**src/tpcd_pkg.sv**
```systemverilog
// Shared constants, command codes and the volume table of the pattern cell decoder.
package tpcd_pkg;

	localparam int CHANNELS = 8;
	localparam int CH_IDX_W = (CHANNELS > 1) ? $clog2(CHANNELS) : 1;

	localparam logic [7:0] NO_EFFECT     = 8'hFF;
	localparam logic [7:0] NO_NOTE_LIMIT = 8'hFE;
	localparam logic [7:0] KEEP_ZERO_FX  = 8'h30;
	localparam logic [6:0] NOTE_BASE     = 7'd37;
	localparam logic [7:0] FREQ_ADJ_BIT  = 8'h20;
	localparam logic [7:0] PAN_LEFT      = 8'h4F;
	localparam logic [7:0] PAN_RIGHT     = 8'hF4;

	// raw effect nibbles that need fix-ups
	localparam logic [3:0] FX_FREQ_ADJ  = 4'd3;
	localparam logic [3:0] FX_VIBRATO   = 4'd4;
	localparam logic [3:0] FX_SPEED     = 4'd5;
	localparam logic [3:0] FX_PAN_SLIDE = 4'd6;

	// dense output command codes
	localparam logic [3:0] CMD_NOP        = 4'd0;
	localparam logic [3:0] CMD_SLIDE_UP   = 4'd1;
	localparam logic [3:0] CMD_SLIDE_DOWN = 4'd2;
	localparam logic [3:0] CMD_TONE_SLIDE = 4'd3;
	localparam logic [3:0] CMD_EXTENDED   = 4'd4;
	localparam logic [3:0] CMD_VIB        = 4'd5;
	localparam logic [3:0] CMD_TEMPO      = 4'd6;
	localparam logic [3:0] CMD_PAN_SLIDE  = 4'd7;
	localparam logic [3:0] CMD_RETRIGGER  = 4'd8;

	// (v*64+8)/15 for a 4-bit volume
	function automatic logic [6:0] scale_volume(input logic [3:0] v);
		logic [6:0] r;
		case (v)
			4'd0:    r = 7'd0;
			4'd1:    r = 7'd4;
			4'd2:    r = 7'd9;
			4'd3:    r = 7'd13;
			4'd4:    r = 7'd17;
			4'd5:    r = 7'd21;
			4'd6:    r = 7'd26;
			4'd7:    r = 7'd30;
			4'd8:    r = 7'd34;
			4'd9:    r = 7'd38;
			4'd10:   r = 7'd43;
			4'd11:   r = 7'd47;
			4'd12:   r = 7'd51;
			4'd13:   r = 7'd56;
			4'd14:   r = 7'd60;
			4'd15:   r = 7'd64;
			default: r = 7'd0;
		endcase
		return r;
	endfunction

endpackage

```
**src/tracker_pattern_cell_decoder.sv**
```systemverilog
// Pattern cell decoder: input register, cell decode with per-channel effect memory, result register.
//
//   channel | handshake            | payload
//   --------+----------------------+------------------------------------------------
//   in      | in_valid / in_stall  | pattern_start, channel, byte0, byte1, byte2
//   out     | out_valid/ out_stall | note_valid, note_out, instrument_out,
//           |                      | volume_valid, volume_out, command_out, param_out
//
// One item per cycle while not stalled; items pass the input register, then the result register.
// The effect memory is a row of flip-flops, read and written back in the decode stage,
// so a following item in the same channel sees the update without extra delay.
// Reset sets every effect memory entry to 0xFF (no effect) and empties both stages.
// in_stall rises only when the input register is full and the result is held by out_stall.
module tracker_pattern_cell_decoder
	import tpcd_pkg::*;
(
	input  logic       clk,
	input  logic       arst_n,
	input  logic       in_valid,
	output logic       in_stall,
	input  logic       pattern_start,
	input  logic [2:0] channel,
	input  logic [7:0] byte0,
	input  logic [7:0] byte1,
	input  logic [7:0] byte2,
	output logic       out_valid,
	input  logic       out_stall,
	output logic       note_valid,
	output logic [6:0] note_out,
	output logic [6:0] instrument_out,
	output logic       volume_valid,
	output logic [6:0] volume_out,
	output logic [3:0] command_out,
	output logic [7:0] param_out
);

	logic       valid_s1;
	logic       start_s1;
	logic [2:0] chn_s1;
	logic [7:0] b0_s1;
	logic [7:0] b1_s1;
	logic [7:0] b2_s1;

	logic [7:0] fx_mem_q [CHANNELS];
	logic       out_valid_q;

	logic                advance;
	logic                in_range;
	logic [CH_IDX_W-1:0] idx;
	logic [7:0]          mem_rd;
	logic [7:0]          mem_nx;
	logic                has_note;
	logic                has_vol;
	logic [6:0]          note_c;
	logic [6:0]          instr_c;
	logic [6:0]          vol_c;
	logic [3:0]          cmd_c;
	logic [7:0]          param_c;
	logic [3:0]          eff;
	logic [3:0]          prm;

	assign advance  = !out_valid_q || !out_stall;
	assign in_stall = valid_s1 && !advance;

	// input register
	always_ff @(posedge clk or negedge arst_n) begin
		if (!arst_n) begin
			valid_s1 <= 1'b0;
		end else if (advance || !valid_s1) begin
			valid_s1 <= in_valid;
		end
	end

	always_ff @(posedge clk) begin
		if (in_valid && !in_stall) begin
			start_s1 <= pattern_start;
			chn_s1   <= channel;
			b0_s1    <= byte0;
			b1_s1    <= byte1;
			b2_s1    <= byte2;
		end
	end

	// decode
	always_comb begin
		in_range = 32'(chn_s1) < CHANNELS;
		idx      = CH_IDX_W'(chn_s1);
		mem_rd   = (start_s1 || !in_range) ? NO_EFFECT : fx_mem_q[idx];
		has_note = b0_s1 < NO_NOTE_LIMIT;
		has_vol  = b0_s1 <= NO_NOTE_LIMIT;

		note_c  = 7'd0;
		instr_c = 7'd0;
		vol_c   = 7'd0;
		mem_nx  = mem_rd;
		if (has_note) begin
			note_c  = 7'(b0_s1[7:2]) + NOTE_BASE;
			instr_c = {1'b0, b0_s1[1:0], b1_s1[7:4]} + 7'd1;
			mem_nx  = NO_EFFECT;
		end
		if (has_vol) begin
			vol_c = scale_volume(b1_s1[3:0]);
		end

		if (b2_s1 != NO_EFFECT) begin
			mem_nx = b2_s1;
		end
		// a zero parameter drops the memory, except for the frequency-adjust byte with zero
		if (b2_s1[3:0] == 4'd0 && b2_s1 != KEEP_ZERO_FX) begin
			mem_nx = NO_EFFECT;
		end

		eff     = mem_nx[7:4];
		prm     = mem_nx[3:0];
		cmd_c   = CMD_NOP;
		param_c = 8'd0;
		if (mem_nx != NO_EFFECT && !eff[3]) begin
			cmd_c   = eff + 4'd1;
			param_c = {4'd0, prm};
			case (eff)
				FX_FREQ_ADJ: begin
					param_c = param_c | FREQ_ADJ_BIT;
					mem_nx  = NO_EFFECT;
				end
				FX_VIBRATO: begin
					param_c = {prm, prm};
				end
				FX_SPEED: begin
					mem_nx = NO_EFFECT;
				end
				FX_PAN_SLIDE: begin
					if (prm == 4'd0) begin
						param_c = PAN_LEFT;
					end else if (prm == 4'd1) begin
						param_c = PAN_RIGHT;
					end else begin
						cmd_c   = CMD_NOP;
						param_c = 8'd0;
					end
				end
				default: begin
				end
			endcase
		end
	end

	// effect memory: clear all on pattern start, then write back this channel
	always_ff @(posedge clk or negedge arst_n) begin
		if (!arst_n) begin
			for (int i = 0; i < CHANNELS; i++) begin
				fx_mem_q[i] <= NO_EFFECT;
			end
		end else if (valid_s1 && advance) begin
			for (int i = 0; i < CHANNELS; i++) begin
				if (in_range && idx == CH_IDX_W'(i)) begin
					fx_mem_q[i] <= mem_nx;
				end else if (start_s1) begin
					fx_mem_q[i] <= NO_EFFECT;
				end
			end
		end
	end

	// result register
	always_ff @(posedge clk or negedge arst_n) begin
		if (!arst_n) begin
			out_valid_q <= 1'b0;
		end else if (advance) begin
			out_valid_q <= valid_s1;
		end
	end

	always_ff @(posedge clk) begin
		if (advance && valid_s1) begin
			note_valid     <= has_note;
			note_out       <= note_c;
			instrument_out <= instr_c;
			volume_valid   <= has_vol;
			volume_out     <= vol_c;
			command_out    <= cmd_c;
			param_out      <= param_c;
		end
	end

	assign out_valid = out_valid_q;

`ifndef SYNTHESIS
	a_stall_only_when_full: assert property (@(posedge clk) disable iff (!arst_n)
		in_stall |-> (valid_s1 && out_valid_q && out_stall))
		else $error("input stalled while the pipeline could move");

	a_none_has_zero_param: assert property (@(posedge clk) disable iff (!arst_n)
		(out_valid && command_out == CMD_NOP) |-> (param_out == 8'd0))
		else $error("parameter set without a command");

	a_note_implies_volume: assert property (@(posedge clk) disable iff (!arst_n)
		(out_valid && note_valid) |-> volume_valid)
		else $error("note without volume");

	a_no_note_zero_fields: assert property (@(posedge clk) disable iff (!arst_n)
		(out_valid && !note_valid) |-> (note_out == 7'd0 && instrument_out == 7'd0))
		else $error("note fields set without a note");

	a_pan_param: assert property (@(posedge clk) disable iff (!arst_n)
		(out_valid && command_out == CMD_PAN_SLIDE) |->
		(param_out == PAN_LEFT || param_out == PAN_RIGHT))
		else $error("pan slide with a bad parameter");
`endif

endmodule

```
**config.mk**
```make
export PLATFORM = sky130hd
export DESIGN_NAME = tracker_pattern_cell_decoder
export DESIGN_NICKNAME = d
export VERILOG_FILES = /design/src/tpcd_pkg.sv /design/src/tracker_pattern_cell_decoder.sv
export SDC_FILE = /design/constraint.sdc
export NUM_CORES = 1
export LEC_CHECK = 0
export ABC_AREA = 1
export BUFFER_PORTS_ARGS = -buffer_cell sky130_fd_sc_hd__buf_2
export CORE_MARGIN = 2
export CORE_UTILIZATION = 40
export CTS_CLUSTER_DIAMETER = 50
export DETAILED_ROUTE_END_ITERATION = 8
export PLACE_DENSITY = 0.59
export SYNTH_ARGS = -nofsm -noshare
export SYNTH_HDL_FRONTEND = slang
export SYNTH_SLANG_ARGS = --single-unit
```
**constraint.sdc**
```tcl
create_clock -name clk -period 2.94 [get_ports clk]
set_clock_uncertainty 0.05 [all_clocks]
set_input_delay 0.294 -clock clk [delete_from_list [all_inputs] [get_ports clk]]
set_output_delay 0.294 -clock clk [all_outputs]
set_load 0.03 [all_outputs]
```
==> results.rst <==
.. list-table::
   :header-rows: 1

   * - Metric
     - Value
   * - Sequential element share of the synthesized area
     - between 50% and 60%
   * - TritonCTS clock tree
     - built
   * - Number of nets with antenna violations after routing
     - 0
   * - Number of placement rows
     - between 40 and 50
   * - Flip-flop and latch count after synthesis
     - approximately 130
   * - Detailed-route wire length per cell
     - between 10 and 15 um
   * - Placer's final routability congestion estimate
     - roughly 0.93
   * - Starting density of the core
     - 41.01%
   * - Setup violations, final
     - 0
   * - Final count of pins violating max slew
     - 0
   * - Layout-stage area growth over the synthesis result
     - 24.56%
   * - Power density over cell area
     - roughly 680 nW/um^2
   * - Core Util, Final
     - roughly half
   * - Outcome
     - completed
   * - Via-to-Cell Ratio
     - ~4.7
   * - Input/output buffers
     - approximately 70
   * - Mapped cell area
     - roughly 6300 um^2
   * - Core region area
     - around 15,000 um^2
   * - Number of levels in the clock H-tree
     - 4
   * - Fraction of final layout cells with drive strength greater than 1
     - 24.71%
   * - Max-Slew Margin vs Limit
     - a little under half
   * - Min Tclk post-route
     - between 2 and 3 ns
   * - Post-Syn Area per Cell
     - ~8.6 um^2
   * - Area share of the largest cell type after synthesis
     - slightly above 30%
   * - Die Ht
     - 129.1 um
   * - Period utilization
     - just over 90%
   * - Wire length of the first global-routing pass
     - ~25,000 um
   * - # nets final
     - approximately 880
   * - Clock transition at the register clock pins on the worst setup and hold paths after CTS
     - about 0.06 ns
   * - Sink Count
     - roughly 130
   * - Largest area contributor in the synthesized netlist
     - sky130_fd_sc_hd__edfxtp_1
   * - Maximum achievable frequency
     - roughly 370 MHz
   * - Number of cells after detailed placement
     - 1,002
   * - Cell internal pwr
     - about 3.8 mW
   * - Residual overflow from global routing
     - 0
   * - Maximum fanout encountered on the critical timing path
     - 14
   * - Hold violation total from the final report
     - 0
   * - Critical path arrival
     - 3.02 ns
   * - Critical path data required time
     - 3.24 ns
   * - Number of buffers created by CTS
     - 17
   * - Total via count after detailed routing
     - 5,024
   * - CTS root buf
     - sky130_fd_sc_hd__clkbuf_16
   * - Unrepaired setup endpoints after global routing
     - true
   * - Filler Cells Inserted
     - roughly 1,400
   * - Max Cap Violations
     - 0
   * - Syn Nets
     - ~770
   * - Number of library cell types mapped by synthesis
     - 34
   * - Leakage Power
     - roughly 3.7 nW
   * - Net switching power figure
     - 1.482 mW
   * - Antenna violations before repair
     - 0
   * - Gate power share
     - about 16%
   * - Share of total power consumed by net switching
     - between 20% and 30%
   * - Die W
     - about 130 um
   * - Share of power burned in the clock network
     - 40.9%
   * - Diodes inserted
     - 0
   * - First-pass iteration count of the detailed router
     - 5
   * - Type of the worst setup path
     - reg2reg
   * - GRT Overall Usage
     - approximately a fifth
   * - Number of DRC markers in iteration 0
     - 463
   * - DRC violations left
     - 0
   * - Actual slew at the worst max-slew pin
     - just over 0.8 ns
   * - Placed wire-length estimate after detailed placement
     - approximately 11,000 um
   * - Worst-case vdd ir drop
     - roughly 0.43 mV
   * - Top cells by area, synth
     - sky130_fd_sc_hd__edfxtp_1 (30%), sky130_fd_sc_hd__dfstp_2 (27%), sky130_fd_sc_hd__nand2_1 (12%)
   * - Area enclosed by the die boundary
     - 16,660 um^2
   * - Ys Warns
     - 0
   * - Number of global-route vias before repair
     - slightly below 5,000
   * - Register share of total power
     - 43.5%
   * - Wire length reported by the detailed router
     - about 15,000 um
   * - Pin count of the biggest net entering global routing
     - 36
   * - Startpoint Class
     - flip-flop
   * - Clock Latency Late Sink
     - between 0.4 and 0.5 ns
   * - Crit path capture type
     - flip-flop
   * - Number of standard cells in the layout, taps in and fillers out
     - 1,065
   * - Tightest Hold Check Type
     - in2reg
   * - Number of buffers on the longest clock path
     - 2
   * - Post-Synthesis Cells
     - 725
   * - I/O pin cnt
     - approximately 70
==> state kept, by name, summed over array words and instances (netlist names) <==
register	cells
b0_s1	8
b1_s1	8
b2_s1	8
chn_s1	3
command_out	4
fx_mem_q	64
instrument_out	7
note_out	7
note_valid	1
out_valid	1
param_out	8
start_s1	1
valid_s1	1
volume_out	7
volume_valid	1
==> through the flow <==
stage | area, um^2 | TNS [ns] | setup slack, ns | power [mW] | hold WS (ns)
after floorplan | 6257 | 0 | 0.1568 | 2.860 | -0.05159
after global placement | 6867 | 0 | 0.2292 | 3.111 | 0.3687
after detailed placement | 6867 | 0 | 0.1107 | 3.128 | 0.3917
after CTS | 7726 | 0 | 0.08508 | 5.317 | 0.0003902
after global routing | 7794 | -0.01147 | -0.008923 | 5.529 | 0.001658
final | 7794 | 0 | 0.2173 | 5.299 | 0.01435
==> cells in the mapped netlist <==
| cell type | count |
|---|---|
| sky130_fd_sc_hd__nand2_1 | 208 |
| sky130_fd_sc_hd__nor2_1 | 195 |
| sky130_fd_sc_hd__inv_1 | 68 |
| sky130_fd_sc_hd__dfstp_2 | 64 |
| sky130_fd_sc_hd__edfxtp_1 | 63 |
| sky130_fd_sc_hd__a21oi_1 | 23 |
| sky130_fd_sc_hd__nand3_1 | 18 |
| sky130_fd_sc_hd__nand4_1 | 13 |
| sky130_fd_sc_hd__ha_1 | 10 |
| sky130_fd_sc_hd__or2_2 | 9 |
| sky130_fd_sc_hd__o21ai_0 | 8 |
| sky130_fd_sc_hd__nand3_2 | 5 |
| sky130_fd_sc_hd__buf_6 | 4 |
| sky130_fd_sc_hd__clkbuf_1 | 4 |
| sky130_fd_sc_hd__buf_2 | 3 |
| sky130_fd_sc_hd__inv_2 | 3 |
| sky130_fd_sc_hd__a22oi_1 | 2 |
| sky130_fd_sc_hd__buf_4 | 2 |
| sky130_fd_sc_hd__clkinv_1 | 2 |
| sky130_fd_sc_hd__dfrtp_1 | 2 |
| sky130_fd_sc_hd__mux2_2 | 2 |
| sky130_fd_sc_hd__nand2_2 | 2 |
| sky130_fd_sc_hd__nand3_4 | 2 |
| sky130_fd_sc_hd__nor3_1 | 2 |
| sky130_fd_sc_hd__o211ai_1 | 2 |
| sky130_fd_sc_hd__a21oi_4 | 1 |
| sky130_fd_sc_hd__nand2_4 | 1 |
| sky130_fd_sc_hd__nand3b_1 | 1 |
| sky130_fd_sc_hd__nand4_2 | 1 |
| sky130_fd_sc_hd__nor2_4 | 1 |
| sky130_fd_sc_hd__nor4_1 | 1 |
| sky130_fd_sc_hd__o22ai_1 | 1 |
| sky130_fd_sc_hd__xnor2_1 | 1 |
| sky130_fd_sc_hd__xor2_1 | 1 |
==> metal layers <==
metal | part of all wire [%] | track usage (%) | vias up
li1 | - | - | 2520
met1 | 46 | 26.10 | 2355
met2 | 47 | 30.56 | 122
met3 | 4.0 | 3.716 | 27
met4 | 3.0 | 9.335 | 0
met5 | 0 | 0 | -
==> what timing repair did <==
item | in CTS | in global routing
hold endpoints to repair | 26 | 0
setup buffers | 0 | 6
setup endpoints to repair | 0 | 76
hold buffers | 25 | 0
resized for setup | 0 | 5
==> cells by family after synthesis <==
family                     synth area share, %
AOI/OAI and AO/OA                        3.319
xor gates and xnor gates                0.2800
adders and majority gates                2.000
buffers and inverters                    5.819
DFF                                      57.91
muxes                                   0.3599
and+or+nand+nor                          30.31
==> placed cells by master (no fill, tap or decap), types with 3 or more instances in the layout <==
cell type                       synthesis  routed
sky130_fd_sc_hd__a21oi_1               23      21
sky130_fd_sc_hd__buf_2                  3      68
sky130_fd_sc_hd__buf_4                  2      16
sky130_fd_sc_hd__bufinv_16              0       3
sky130_fd_sc_hd__clkbuf_16              0      17
sky130_fd_sc_hd__clkinv_4               0       4
sky130_fd_sc_hd__dfstp_2               64      64
sky130_fd_sc_hd__dlygate4sd3_1          0      25
sky130_fd_sc_hd__edfxtp_1              63      63
sky130_fd_sc_hd__ha_1                  10      10
sky130_fd_sc_hd__inv_1                 68      68
sky130_fd_sc_hd__inv_2                  3       3
sky130_fd_sc_hd__inv_6                  0       4
sky130_fd_sc_hd__nand2_1              208     208
sky130_fd_sc_hd__nand3_1               18      17
sky130_fd_sc_hd__nand3_2                5       5
sky130_fd_sc_hd__nand3_4                2       3
sky130_fd_sc_hd__nand4_1               13      13
sky130_fd_sc_hd__nor2_1               195     194
sky130_fd_sc_hd__o21ai_0                8       8
sky130_fd_sc_hd__or2_2                  9       9
==> cell type report <==
cell class	instances	area, um^2	area share, %
Multi-Input combinational cell	510	2292	29.41
Timing Repair Buffer	110	730.7	9.376
Clock inverter	14	180.2	2.312
Inverter	73	274.0	3.516
Clock buffer	18	429.2	5.507
Tap cell	211	264.0	3.387
Sequential cell	129	3623	46.49
==> worst paths after layout <==
path | from | depth (start not counted) | end | slack [ns]
hold reg to reg | valid_s1$_DFFE_PN0N_ | 2 | out_valid$_DFFE_PN0P_ | 0.43
setup reg to reg | b0_s1[2]$_DFFE_PP_ | 13 | fx_mem_q[50]$_DFFE_PN1P_ | 0.22
min in group asynchronous | arst_n | 2 | out_valid$_DFFE_PN0P_ | 0.47
max in group asynchronous | arst_n | 3 | fx_mem_q[46]$_DFFE_PN1P_ | 1.65
hold / removal | byte1[4] | 1 | b1_s1[4]$_DFFE_PP_ | 0.01
setup / recovery | b0_s1[2]$_DFFE_PP_ | 13 | fx_mem_q[50]$_DFFE_PN1P_ | 0.22
==> power by group through the flow <==
stage / clock network [mW] / registers, mW / logic, mW
2_1_floorplan: 0 / 2.41 / 0.448
3_3_place_gp: 0 / 2.33 / 0.779
3_5_place_dp: 0 / 2.34 / 0.789
4_1_cts: 2.19 / 2.31 / 0.816
5_1_grt: 2.27 / 2.33 / 0.928
6_report: 2.17 / 2.31 / 0.826
==> worst max-delay path, cell delays in order, from the launching register on <==
cell and delay (ns):
sky130_fd_sc_hd__edfxtp_1 0.38, sky130_fd_sc_hd__ha_1 0.21, sky130_fd_sc_hd__nand2_1 0.07, sky130_fd_sc_hd__nor2_1 0.11, sky130_fd_sc_hd__nand2_2 0.12, sky130_fd_sc_hd__nor2_4 0.21, sky130_fd_sc_hd__nand3_1 0.12, sky130_fd_sc_hd__a21oi_1 0.22
sky130_fd_sc_hd__inv_1 0.13, sky130_fd_sc_hd__ha_1 0.25, sky130_fd_sc_hd__nand2_4 0.20, sky130_fd_sc_hd__nand3_2 0.31, sky130_fd_sc_hd__nor2_1 0.20, sky130_fd_sc_hd__nor2_1 0.06
Note: power is estimated with default switching activity, not from simulation.
